**config.mk**
```make
export PLATFORM = sky130hd
export DESIGN_NAME = text_split_on_delimiter_unit
export DESIGN_NICKNAME = d
export VERILOG_FILES = /design/src/tsd_pkg.sv /design/src/tsd_match.sv /design/src/text_split_on_delimiter_unit.sv
export SDC_FILE = /design/constraint.sdc
export NUM_CORES = 1
export LEC_CHECK = 0
export BUFFER_PORTS_ARGS = -buffer_cell sky130_fd_sc_hd__buf_2
export CAP_MARGIN = 20
export CORE_ASPECT_RATIO = 0.6
export CORE_UTILIZATION = 40
export CTS_BUF_LIST = sky130_fd_sc_hd__clkbuf_4 sky130_fd_sc_hd__clkbuf_8 sky130_fd_sc_hd__clkbuf_16
export DETAILED_ROUTE_END_ITERATION = 10
export REMOVE_ABC_BUFFERS = 1
export SETUP_SLACK_MARGIN = 0.4
export SYNTH_ARGS = -nofsm -noshare
export SYNTH_HDL_FRONTEND = slang
export SYNTH_HIERARCHICAL = 1
export SYNTH_SLANG_ARGS = --single-unit
export TNS_END_PERCENT = 10
```
**constraint.sdc**
```tcl
create_clock -name clk -period 5.1 [get_ports clk]
set_clock_uncertainty 0.15 [all_clocks]
set_input_delay 0.51 -clock clk [delete_from_list [all_inputs] [get_ports clk]]
set_output_delay 0.51 -clock clk [all_outputs]
set_load 0.1 [all_outputs]
```
**src/tsd_pkg.sv**
```systemverilog
`timescale 1ns / 1ps

package tsd_pkg;

  localparam int MAX_DELIM_BYTES = 8;
  localparam int BYTE_W          = 8;
  localparam int PATTERN_W       = MAX_DELIM_BYTES * BYTE_W;
  localparam int LEN_W           = 4;
  localparam int CFG_IDX_W       = 2;
  localparam int CFG_DATA_W      = 64;
  localparam int FILL_W          = $clog2(MAX_DELIM_BYTES + 1);
  localparam int IDX_W           = (MAX_DELIM_BYTES > 1) ? $clog2(MAX_DELIM_BYTES) : 1;

  // Configuration register indexes.
  localparam logic [CFG_IDX_W-1:0] REG_PATTERN = CFG_IDX_W'(0);
  localparam logic [CFG_IDX_W-1:0] REG_LENGTH  = CFG_IDX_W'(1);

  typedef logic [MAX_DELIM_BYTES-1:0][BYTE_W-1:0] win_t;
  typedef logic [FILL_W-1:0]                      fill_t;

  // What the step logic does with the pending item in a cycle.
  typedef enum logic [2:0] {
    ACT_IDLE,
    ACT_EXCESS,
    ACT_MARK,
    ACT_FLUSH,
    ACT_SEND,
    ACT_KEEP
  } step_act_t;

  // Length register as used: zero counts as one, large values are capped.
  function automatic fill_t eff_len(input logic [LEN_W-1:0] len);
    fill_t res;
    if (len == '0) begin
      res = fill_t'(1);
    end else if (32'(len) > MAX_DELIM_BYTES) begin
      res = fill_t'(MAX_DELIM_BYTES);
    end else begin
      res = fill_t'(len);
    end
    return res;
  endfunction

endpackage

```
**src/tsd_match.sv**
```systemverilog
`timescale 1ns / 1ps

module tsd_match
  import tsd_pkg::*;
(
  input  win_t                  win,
  input  fill_t                 fill,
  input  fill_t                 len,
  input  logic [PATTERN_W-1:0]  pattern,
  output logic                  match
);

  logic [MAX_DELIM_BYTES-1:0] byte_ok;

  // Bytes at or beyond the delimiter length are don't-care.
  always_comb begin
    for (int i = 0; i < MAX_DELIM_BYTES; i++) begin
      byte_ok[i] = (fill_t'(i) >= len) || (win[i] == pattern[i*BYTE_W +: BYTE_W]);
    end
  end

  assign match = (fill == len) && (&byte_ok);

endmodule

```
**src/text_split_on_delimiter_unit.sv**
```systemverilog
`timescale 1ns / 1ps

// Channel  | Handshake            | Payload
// ---------+----------------------+------------------------------------------------
// input    | in_valid / in_ready  | in_text_byte, in_end_of_text
// result   | out_valid / out_ready| out_out_byte, out_byte_valid, out_piece_end,
//          |                      | out_text_end
// config   | cfg_we               | cfg_index, cfg_wdata
//
// One text byte is accepted per cycle unless a result stall, a flush or an
// excess drain holds the input. An accepted byte enters the match window
// at once and is resolved as soon as the result slot allows, giving at most
// one result beat. The final byte flushes each held byte (up to eight), and
// a shortened delimiter drains excess bytes one per cycle while the result
// side takes them. Reset (rst_n low, synchronous) empties the window and the
// result register; window bytes themselves are not reset. A stalled result
// holds its beat while the block keeps taking bytes that need no result.

module text_split_on_delimiter_unit
  import tsd_pkg::*;
(
  input  logic                  clk,
  input  logic                  rst_n,

  input  logic                  in_valid,
  output logic                  in_ready,
  input  logic [BYTE_W-1:0]     in_text_byte,
  input  logic                  in_end_of_text,

  output logic                  out_valid,
  input  logic                  out_ready,
  output logic [BYTE_W-1:0]     out_out_byte,
  output logic                  out_byte_valid,
  output logic                  out_piece_end,
  output logic                  out_text_end,

  input  logic                  cfg_we,
  input  logic [CFG_IDX_W-1:0]  cfg_index,
  input  logic [CFG_DATA_W-1:0] cfg_wdata
);

  // Configuration registers.
  logic [PATTERN_W-1:0] pattern_r;
  logic [LEN_W-1:0]     length_r;

  // Window state: bytes held oldest first, and the count of held bytes.
  win_t  win_r, win_nxt, win_step;
  fill_t fill_r, fill_nxt, fill_step;

  // The byte appended last is still waiting for its resolving step.
  logic pend_r, pend_nxt;
  logic pend_last_r;

  // Result register.
  logic              out_valid_r, out_valid_nxt;
  logic [BYTE_W-1:0] out_byte_r;
  logic              out_bvalid_r;
  logic              out_pend_r;
  logic              out_tend_r;

  fill_t       len;
  logic        match;
  step_act_t   act;
  logic        emit;
  logic        slot_free;
  logic        step_go;
  logic        finish;
  logic        in_fire;
  logic [BYTE_W-1:0] res_byte;
  logic        res_bvalid;
  logic        res_pend;
  logic        res_tend;

  assign len = eff_len(length_r);

  tsd_match u_match (
    .win     (win_r),
    .fill    (fill_r),
    .len     (len),
    .pattern (pattern_r),
    .match   (match)
  );

  // Pick what the pending byte does this cycle. Excess bytes left by a
  // shortened delimiter go first, then a match, then the end-of-text flush.
  always_comb begin
    act = ACT_IDLE;
    if (pend_r) begin
      if (fill_r > len) begin
        act = ACT_EXCESS;
      end else if (match) begin
        act = ACT_MARK;
      end else if (pend_last_r) begin
        act = ACT_FLUSH;
      end else if (fill_r == len) begin
        act = ACT_SEND;
      end else begin
        act = ACT_KEEP;
      end
    end
  end

  assign emit      = (act == ACT_EXCESS) || (act == ACT_MARK) ||
                     (act == ACT_FLUSH) || (act == ACT_SEND);
  assign slot_free = !out_valid_r || out_ready;
  assign step_go   = pend_r && (!emit || slot_free);

  // Result fields and window update of the chosen step.
  always_comb begin
    res_byte   = win_r[0];
    res_bvalid = 1'b1;
    res_pend   = 1'b0;
    res_tend   = 1'b0;
    finish     = 1'b0;
    win_step   = win_r;
    fill_step  = fill_r;
    for (int i = 0; i < MAX_DELIM_BYTES - 1; i++) begin
      win_step[i] = win_r[i+1];
    end
    case (act)
      ACT_EXCESS: begin
        fill_step = fill_r - fill_t'(1);
      end
      ACT_MARK: begin
        res_byte   = '0;
        res_bvalid = 1'b0;
        res_pend   = 1'b1;
        res_tend   = 1'b1 & pend_last_r;
        fill_step  = '0;
        finish     = 1'b1;
      end
      ACT_FLUSH: begin
        res_pend  = (fill_r == fill_t'(1));
        res_tend  = (fill_r == fill_t'(1));
        fill_step = fill_r - fill_t'(1);
        finish    = (fill_r == fill_t'(1));
      end
      ACT_SEND: begin
        fill_step = fill_r - fill_t'(1);
        finish    = 1'b1;
      end
      ACT_KEEP: begin
        win_step = win_r;
        finish   = 1'b1;
      end
      default: begin
        win_step = win_r;
      end
    endcase
    if (!step_go) begin
      win_step  = win_r;
      fill_step = fill_r;
      finish    = 1'b0;
    end
  end

  // A new byte may enter as soon as the previous one is resolved.
  assign in_ready = !pend_r || finish;
  assign in_fire  = in_valid && in_ready;

  always_comb begin
    win_nxt  = win_step;
    fill_nxt = fill_step;
    if (in_fire) begin
      win_nxt[fill_step[IDX_W-1:0]] = in_text_byte;
      fill_nxt = fill_step + fill_t'(1);
    end
  end

  always_comb begin
    pend_nxt = pend_r;
    if (in_fire) begin
      pend_nxt = 1'b1;
    end else if (finish) begin
      pend_nxt = 1'b0;
    end
  end

  always_comb begin
    out_valid_nxt = out_valid_r;
    if (step_go && emit) begin
      out_valid_nxt = 1'b1;
    end else if (out_ready) begin
      out_valid_nxt = 1'b0;
    end
  end

  always_ff @(posedge clk) begin
    if (!rst_n) begin
      pattern_r   <= '0;
      length_r    <= LEN_W'(1);
      fill_r      <= '0;
      pend_r      <= 1'b0;
      out_valid_r <= 1'b0;
    end else begin
      if (cfg_we && (cfg_index == REG_PATTERN)) begin
        pattern_r <= cfg_wdata[PATTERN_W-1:0];
      end
      if (cfg_we && (cfg_index == REG_LENGTH)) begin
        length_r <= cfg_wdata[LEN_W-1:0];
      end
      fill_r      <= fill_nxt;
      pend_r      <= pend_nxt;
      out_valid_r <= out_valid_nxt;
    end
  end

  // Payload registers carry no reset.
  always_ff @(posedge clk) begin
    win_r <= win_nxt;
    if (in_fire) begin
      pend_last_r <= in_end_of_text;
    end
    if (step_go && emit) begin
      out_byte_r   <= res_byte;
      out_bvalid_r <= res_bvalid;
      out_pend_r   <= res_pend;
      out_tend_r   <= res_tend;
    end
  end

  assign out_valid      = out_valid_r;
  assign out_out_byte   = out_byte_r;
  assign out_byte_valid = out_bvalid_r;
  assign out_piece_end  = out_pend_r;
  assign out_text_end   = out_tend_r;

  // The window never holds more than the widest delimiter.
  a_fill_bound: assert property (@(posedge clk) disable iff (!rst_n)
    32'(fill_r) <= MAX_DELIM_BYTES)
    else $error("window fill above its capacity");

  // A byte waiting for resolution is always held in the window.
  a_pend_nonempty: assert property (@(posedge clk) disable iff (!rst_n)
    pend_r |-> (fill_r != '0))
    else $error("pending byte with an empty window");

  // Every accepted byte is pending in the next cycle.
  a_accept_pend: assert property (@(posedge clk) disable iff (!rst_n)
    in_fire |=> pend_r)
    else $error("accepted byte not pending");

  // The end of a text always closes a piece.
  a_tend_pend: assert property (@(posedge clk) disable iff (!rst_n)
    (out_valid_r && out_tend_r) |-> out_pend_r)
    else $error("text end without piece end");

endmodule

```
==> After elaboration in Yosys (flattened, before gate mapping) <==
Index checks and enable logic that the tools add are counted.
{ "word_totals": {"output_inout_bits": 13, "register_bits": 150, "elab_cells": 105, "in_bits": 80} }
{ "classes": {"magnitude_cmp": 12, "add_sub_neg": 2, "n_eq_ne": 16, "n_reduce_logical": 32, "muxes": 25} }
{ "op_table": {"columns": ["op", "n"], "rows": [
  ["2-to-1 mux 56 bit", 2],
  ["bitwise mux 64 bit", 1],
  ["equality test 8 bit", 8],
  ["2-to-1 mux 64 bit", 1],
  ["demux 8 bit (select 3 bit)", 1],
  [">= comparator 3 x 4 -> 1 bit (first input constant)", 4],
  ["2-to-1 mux 4 bit", 4],
  ["logical OR 1 bit", 14],
  ["2-to-1 mux 3 bit", 4],
  [">= comparator 1 x 4 -> 1 bit (first input constant)", 2],
  [">= comparator 2 x 4 -> 1 bit (first input constant)", 2],
  ["2-to-1 mux 8 bit", 1],
  ["one-hot mux 4 bit (2 select lines)", 1],
  ["AND reduction 8 bit", 1],
  ["logical AND 1 bit", 7],
  ["2-to-1 mux 1 bit", 7],
  ["equality test 3 x 2 -> 1 bit (second input constant)", 2],
  ["equality test 3 bit (second input constant)", 2],
  ["one-hot mux 1 bit (2 select lines)", 3],
  ["OR reduction 3 bit", 2],
  ["adder 4 x 1 -> 4 bit (second input constant)", 1],
  ["equality test 4 x 1 -> 1 bit (second input constant)", 1],
  ["equality test 4 bit", 1],
  ["greater-than comparator 4 bit", 1],
  ["11 further kinds", 14]
]} }

==> Longest topological paths before layout <==
Gate-level depths: netlist of run 1.
{ "depth": {"depth_word": 24, "mapped_depth": 15, "depth_no_buf": 13} }

==> Hierarchy <==
The synthesis of run 1 kept the hierarchy.
{ "modules_own_cells": {"columns": ["mod", "seq_area_each_um2", "cells_each", "area_per_inst_um2", "n_inst"], "rows": [
  ["text_split_on_delimiter_unit", 3203.1, 646, 6289.8, 1],
  ["tsd_match", 0.0, 102, 805.8, 1]
]} }

==> Least setup slack after synthesis of run 1 <==
OpenSTA, ideal clock, no wires.
{ "synth_timing": {"kind": "reg2reg", "start": "reg length_r[3]", "end": "reg win_r[48] (netlist bit)", "setup_time_ps": 129, "n_path_buf": 2, "synth_period_minus_slack_ps": 3328, "arrival_ps": 3049, "path_stages_with_launch": 15, "path_slack_ps": 1772, "t_required_ps": 4821, "cell_sequence": "dfxtp_1 > inv_1 > nand2_1 > inv_1 > or2_1 > o22ai_1 > nand4_1 > a311oi_1 > buf_2 > and2b_1 > a31o_2 > inv_1 > clkbuf_1 > mux2i_1 > a21oi_1"} }
{ "synth_rtl": {"columns": ["item", "line_no", "text"], "rows": [
  ["start: declaration", "text_split_on_delimiter_unit.sv:44", "logic [LEN_W-1:0] length_r;"],
  ["start signal: assignment", "text_split_on_delimiter_unit.sv:200", "length_r <= cfg_wdata[LEN_W-1:0];"],
  ["end signal: assignment", "text_split_on_delimiter_unit.sv:210", "win_r <= win_nxt;"],
  ["end: declaration", "text_split_on_delimiter_unit.sv:47", "win_t win_r, win_nxt, win_step;"]
]} }

==> results of run 1 <==
-- final timing paths --
| path | from | to | slack, ns | cells after the start |
|---|---|---|---|---|
| max | length_r[3] | win_r[44] | 0.85 | 14 |
| min | in_end_of_text | pend_last_r | 0.11 | 1 |
| max reg2reg | length_r[3] | win_r[44] | 0.85 | 14 |
| min reg2reg | pattern_r[4] | pattern_r[4] | 0.33 | 2 |
-- metrics by stage --
step,instances,utilization (%),instance area (µm²)
floorplan,710,-,6940
global placement,1042,45.0,7740
detailed placement,1042,45.0,7740
CTS,1074,48.3,8320
global route,1074,48.3,8320
finish,1074,48.3,8320
-- logic make-up after synthesis --
group | after synthesis | synth area share [%]
adder cells (fa/ha/maj) | 6 | 1.06
AO/OA/AOI/OAI | 132 | 12.9
buffers and inverters | 47 | 2.65
XOR/XNOR | 70 | 8.64
AND/OR/NAND/NOR | 259 | 16.9
flip-flops | 150 | 45.1
multiplexers | 84 | 12.7
-- routing by layer --
metal  GRT usage, %  wire (µm)  part of all wire [%]
met3           4.04        708                   4.1
met1           30.3       9600                    56
met2           26.8       6770                    39
met4           6.20        174                   1.0
met5              0          0                     0
-- state kept, by name, indices dropped and copies added (netlist names) --
signal and flops:
pattern_r 64, win_r 64, out_out_byte 8, fill_r 4, length_r 4, out_byte_valid 1, out_piece_end 1, out_text_end 1
out_valid 1, pend_last_r 1, pend_r 1
-- area by class of cell --
type,instances,area [µm²]
inverters,9,33.8
repair buffers,98,505
flip-flops and latches,150,3200
fillers,1713,8910
well taps,234,293
clock buffers,23,500
multi-input cells,551,3710
clock inverters,9,70.1
-- cell usage after synthesis (all sizes together) (3+ instances only) --
master	n	area share [%]
xnor2	58	7.2
or2	3	0.26
nor2b	8	0.71
nand3	5	0.35
buf	10	0.69
nor3b	4	0.42
nor2	35	2.2
ha	6	1.1
o21ai	4	0.28
mux2	48	7.6
clkbuf	28	1.5
o22ai	4	0.35
and2	12	1.1
a32oi	3	0.37
dfxtp	130	37
nand2	147	7.9
nor3	10	0.71
nor4	5	0.44
inv	9	0.48
edfxtp	20	8.5
a21oi	39	2.8
mux2i	36	5.1
xor2	12	1.5
a21boi	65	6.9
and3	3	0.26
nand4	19	1.7
-- where the power goes --
part           leakage, nW  internal [mW]  switching, mW
Sequential            1.26           1.54          0.331
Combinational         1.66          0.838          0.986
Clock                0.279          0.696          0.509
==> flow_summary.ini, run 1 <==
[logic_synthesis]
yosysUniqueCellTypes = 54
ys.flop_type = dfxtp_1
async_flop_share_pct = 0
ys_ff_latch = 150
yosys_warnings = 6
synth_edf_count = 20
synth_area_um2 = 7100
ys_seq_area_share_pct = 45.1
synth_cells = 748
avgSynthCellArea_um2 = 9.49

[drt]
routedWlPerCell_um = 16.1
first_pass_iters = 5
via_per_inst = 4.95
wirelength_um = 17200
via_count = 5317
postRouteAntennaNets = 0
drc = 0
drtIter0Drc = 328

[sta]
slew_headroom_pct = 44.3
tns_ns = 0
holdWs_ns = 0.114
setup_viol = 0
fin_ws_ns = 0.849
hold_viol = 0
fin_crit_ns = 4.25
fin_crit_sh_pct = 83.4
tightest_slew_ns = 0.835
rsz0062_at_grt = false
drv_slew = 0
fmax_mhz = 235

[clocking]
clock_tree.root_cell = clkbuf_16
cts_sinks = 150
clock_latency_ns = 0.42
post_cts_resized = 0
post_cts_buffers = 0
hold_buffers = 0
cts_tree = done
clk_pin_slew_ns = 0.06
cts-buffers-inserted = 17
htree_num_levels = 4
clk_path_buf_depth = 2

[hold_path]
hp-class = in -> reg

[status]
status = complete, no violations

[placed_design]
dpl.hpwl_um = 12200
post-place-ws_ns = 0.954
gp_congestion = 0.871
portBuffers = 92

[global_route]
gr-total-overflow = 0
grt_max_degree = 75
track_usage_pct = 19.7
antenna_found_initial = 0
grt_pass1_wl_um = 27600
grt_pass1_vias = 4979

[die]
start_util_pct = 41.2
core_area_um2 = 17200
pin_count = 93
dieArea_um2 = 18300
fp.dieH_um = 105
dieWidth_um = 174
num_rows = 37

[critical_path]
startpoint_type = register
slowest_stage = nand4_1
slowest_delay_ns = 0.64
cp-end-kind = register
timing_worst_setup_path_type = reg -> reg
crit_path_max_fanout = 16
cp_top_family = simple AND/OR/NAND/NOR gates
cp_num_buf_inv = 3
critical_path_required_ns = 5.22
crit_arrival_ns = 4.37
path_cells = inv_1 -> nand2_1 -> inv_1 -> xor2_1 -> nor4_1 -> nand4_1 -> a311oi_1 -> buf_4 -> nor3b_1 -> a32oi_1 -> nor3b_1 -> nand4_1 -> nor2_1 -> a21oi_1

[pwr]
fin_total_pwr_mw = 4.90
powerDensity_nw_per_um2 = 590
leakagePower_nw = 3.20
peakVddDrop_mv = 0.262

[cells_and_area]
antenna_cells = 0
drive_gt1_share_pct = 22.6
layout_commonest_cell = nand2_1
final_cell_mix = 145 x nand2_1, 130 x dfxtp_1, 92 x buf_2
nets = 913
syn_to_final_growth_pct = 17.2

[flow_run]
max_cap_violations = 0
(Power assumes the default switching activity.)
==> run 2: changes to the inputs <==
- clock period: 5.1 -> 4.3 ns (I/O delays scaled with it)
==> flow_summary.ini, run 2 (synthesized netlist as in run 1, its figures left out) <==
[drt]
wl_met3_um = 674
drc = 0
route.top_layer_used = met4
routedWlPerCell_um = 16.1
postRouteAntennaNets = 0
via_per_inst = 4.98
drtIter0Drc = 379
drt-met1-wl_um = 9770
via_count = 5399
first_pass_iters = 4
dr_wl_met2_um = 6880
wirelength_um = 17500

[die]
start_util_pct = 41.2
pin_count = 93
dieArea_um2 = 18300
fp.dieH_um = 105
num_rows = 37
dieWidth_um = 174
core_area_um2 = 17200

[placed_design]
gp_congestion = 0.843
portBuffers = 92
dpl.hpwl_um = 12400
place_area_um2 = 7780

[cells_and_area]
final_cell_mix = 145 x nand2_1, 129 x dfxtp_1, 92 x buf_2
antenna_cells = 0
syn_to_final_growth_pct = 18.9
layout_commonest_cell = nand2_1
finish.utilization_pct = 49.0
fill_cells = 1695
final_area_um2 = 8440
nets = 923
drive_gt1_share_pct = 23.6

[critical_path]
slowest_delay_ns = 0.52
critical_path_required_ns = 3.72
cp-end-kind = output pin
cp_top_family = simple AND/OR/NAND/NOR gates
slowest_stage = o211ai_1
cp_num_buf_inv = 1
startpoint_type = register
crit_arrival_ns = 3.13
critPathMostFrequentCell = nor2_1
crit_path_max_fanout = 8
path_cells = nor2_1 -> nor2_1 -> nor2_1 -> ha_1 -> nor2b_1 -> o211ai_1 -> nand3_1 -> a21oi_1 -> and2_1 -> buf_2
timing_worst_setup_path_type = reg -> out

[sta]
fin_crit_ns = 3.71
hold_viol = 0
tightest_slew_ns = 0.714
setup_viol = 0
rsz0062_at_grt = true
fmax_mhz = 270
slew_headroom_pct = 52.4
drv_slew = 0
fin_crit_sh_pct = 86.2

[clocking]
hold_buffers = 0
clk_path_buf_depth = 2
cts-buffers-inserted = 17
cts_tree = done
clock_latency_ns = 0.42
htree_num_levels = 4
cts_sinks = 150
clock_tree.root_cell = clkbuf_16
clk_pin_slew_ns = 0.06

[pwr]
intPower_mw = 3.80
comb_power_share_pct = 37.7
p_seq_share_pct = 37.4
leakagePower_nw = 3.25
switching_share_pct = 36.6
fin_total_pwr_mw = 5.99
clkPwrFrac_pct = 24.9
peakVddDrop_mv = 0.317
powerDensity_nw_per_um2 = 710
switching_power_mw = 2.20

[flow_run]
max_cap_violations = 0

[global_route]
antenna_found_initial = 0
grt_pass1_wl_um = 27600
gr-total-overflow = 0
track_usage_pct = 19.5
grt_pass1_vias = 4903
grt_max_degree = 75

[hold_path]
hp-class = in -> reg

[status]
status = complete, no violations
-- run 2: layout make-up --
class	instances	area [µm²]	area share, %
Clock buffer	18	433	5.13
Clock inverter	14	159	1.88
Inverter	9	33.8	0.400
Multi-Input combinational cell	551	3720	44.1
Sequential cell	150	3200	38.0
Tap cell	234	293	3.47
Timing Repair Buffer	108	593	7.03
-- run 2: repair_timing --
item	4_1_cts	5_1_grt
gates resized for setup	0	4
buffers inserted	0	4
setup endpoints to repair	0	57
-- run 2: path summary, 6_finish.rpt --
kind                  startpoint      endpoint  slack (ns)  depth (start not counted)
hold / removal    in_end_of_text   pend_last_r        0.05                          1
hold reg to reg     pattern_r[3]  pattern_r[3]        0.33                          2
setup reg to reg   pattern_r[43]     win_r[21]        0.61                         11
setup / recovery     length_r[1]      in_ready        0.59                         10
-- run 2: stage by stage --
stage	setup WS (ns)	setup TNS, ns	hold WS [ns]	cells
finish	0.593	0	0.0527	1084
global route	0.336	0	0.0354	1084
CTS	0.444	0	0.0397	1079
detailed placement	0.518	0	0.327	1047
global placement	0.599	0	0.321	1047
floorplan	-0.181	-7.02	0.294	710
-- run 2: routing by layer --
metal	global-route usage, %	vias to the layer above
met5	0	-
met4	5.14	0
met3	3.93	13
met2	26.3	103
met1	30.7	2523
li1	-	2760
-- run 2: power groups by stage --
stage	clock [mW]	sequential (mW)	combinational (mW)
floorplan	0	2.30	1.59
global placement	0	2.26	2.17
detailed placement	0	2.27	2.17
CTS	1.52	2.24	2.20
global route	1.59	2.28	2.47
finish	1.49	2.24	2.26
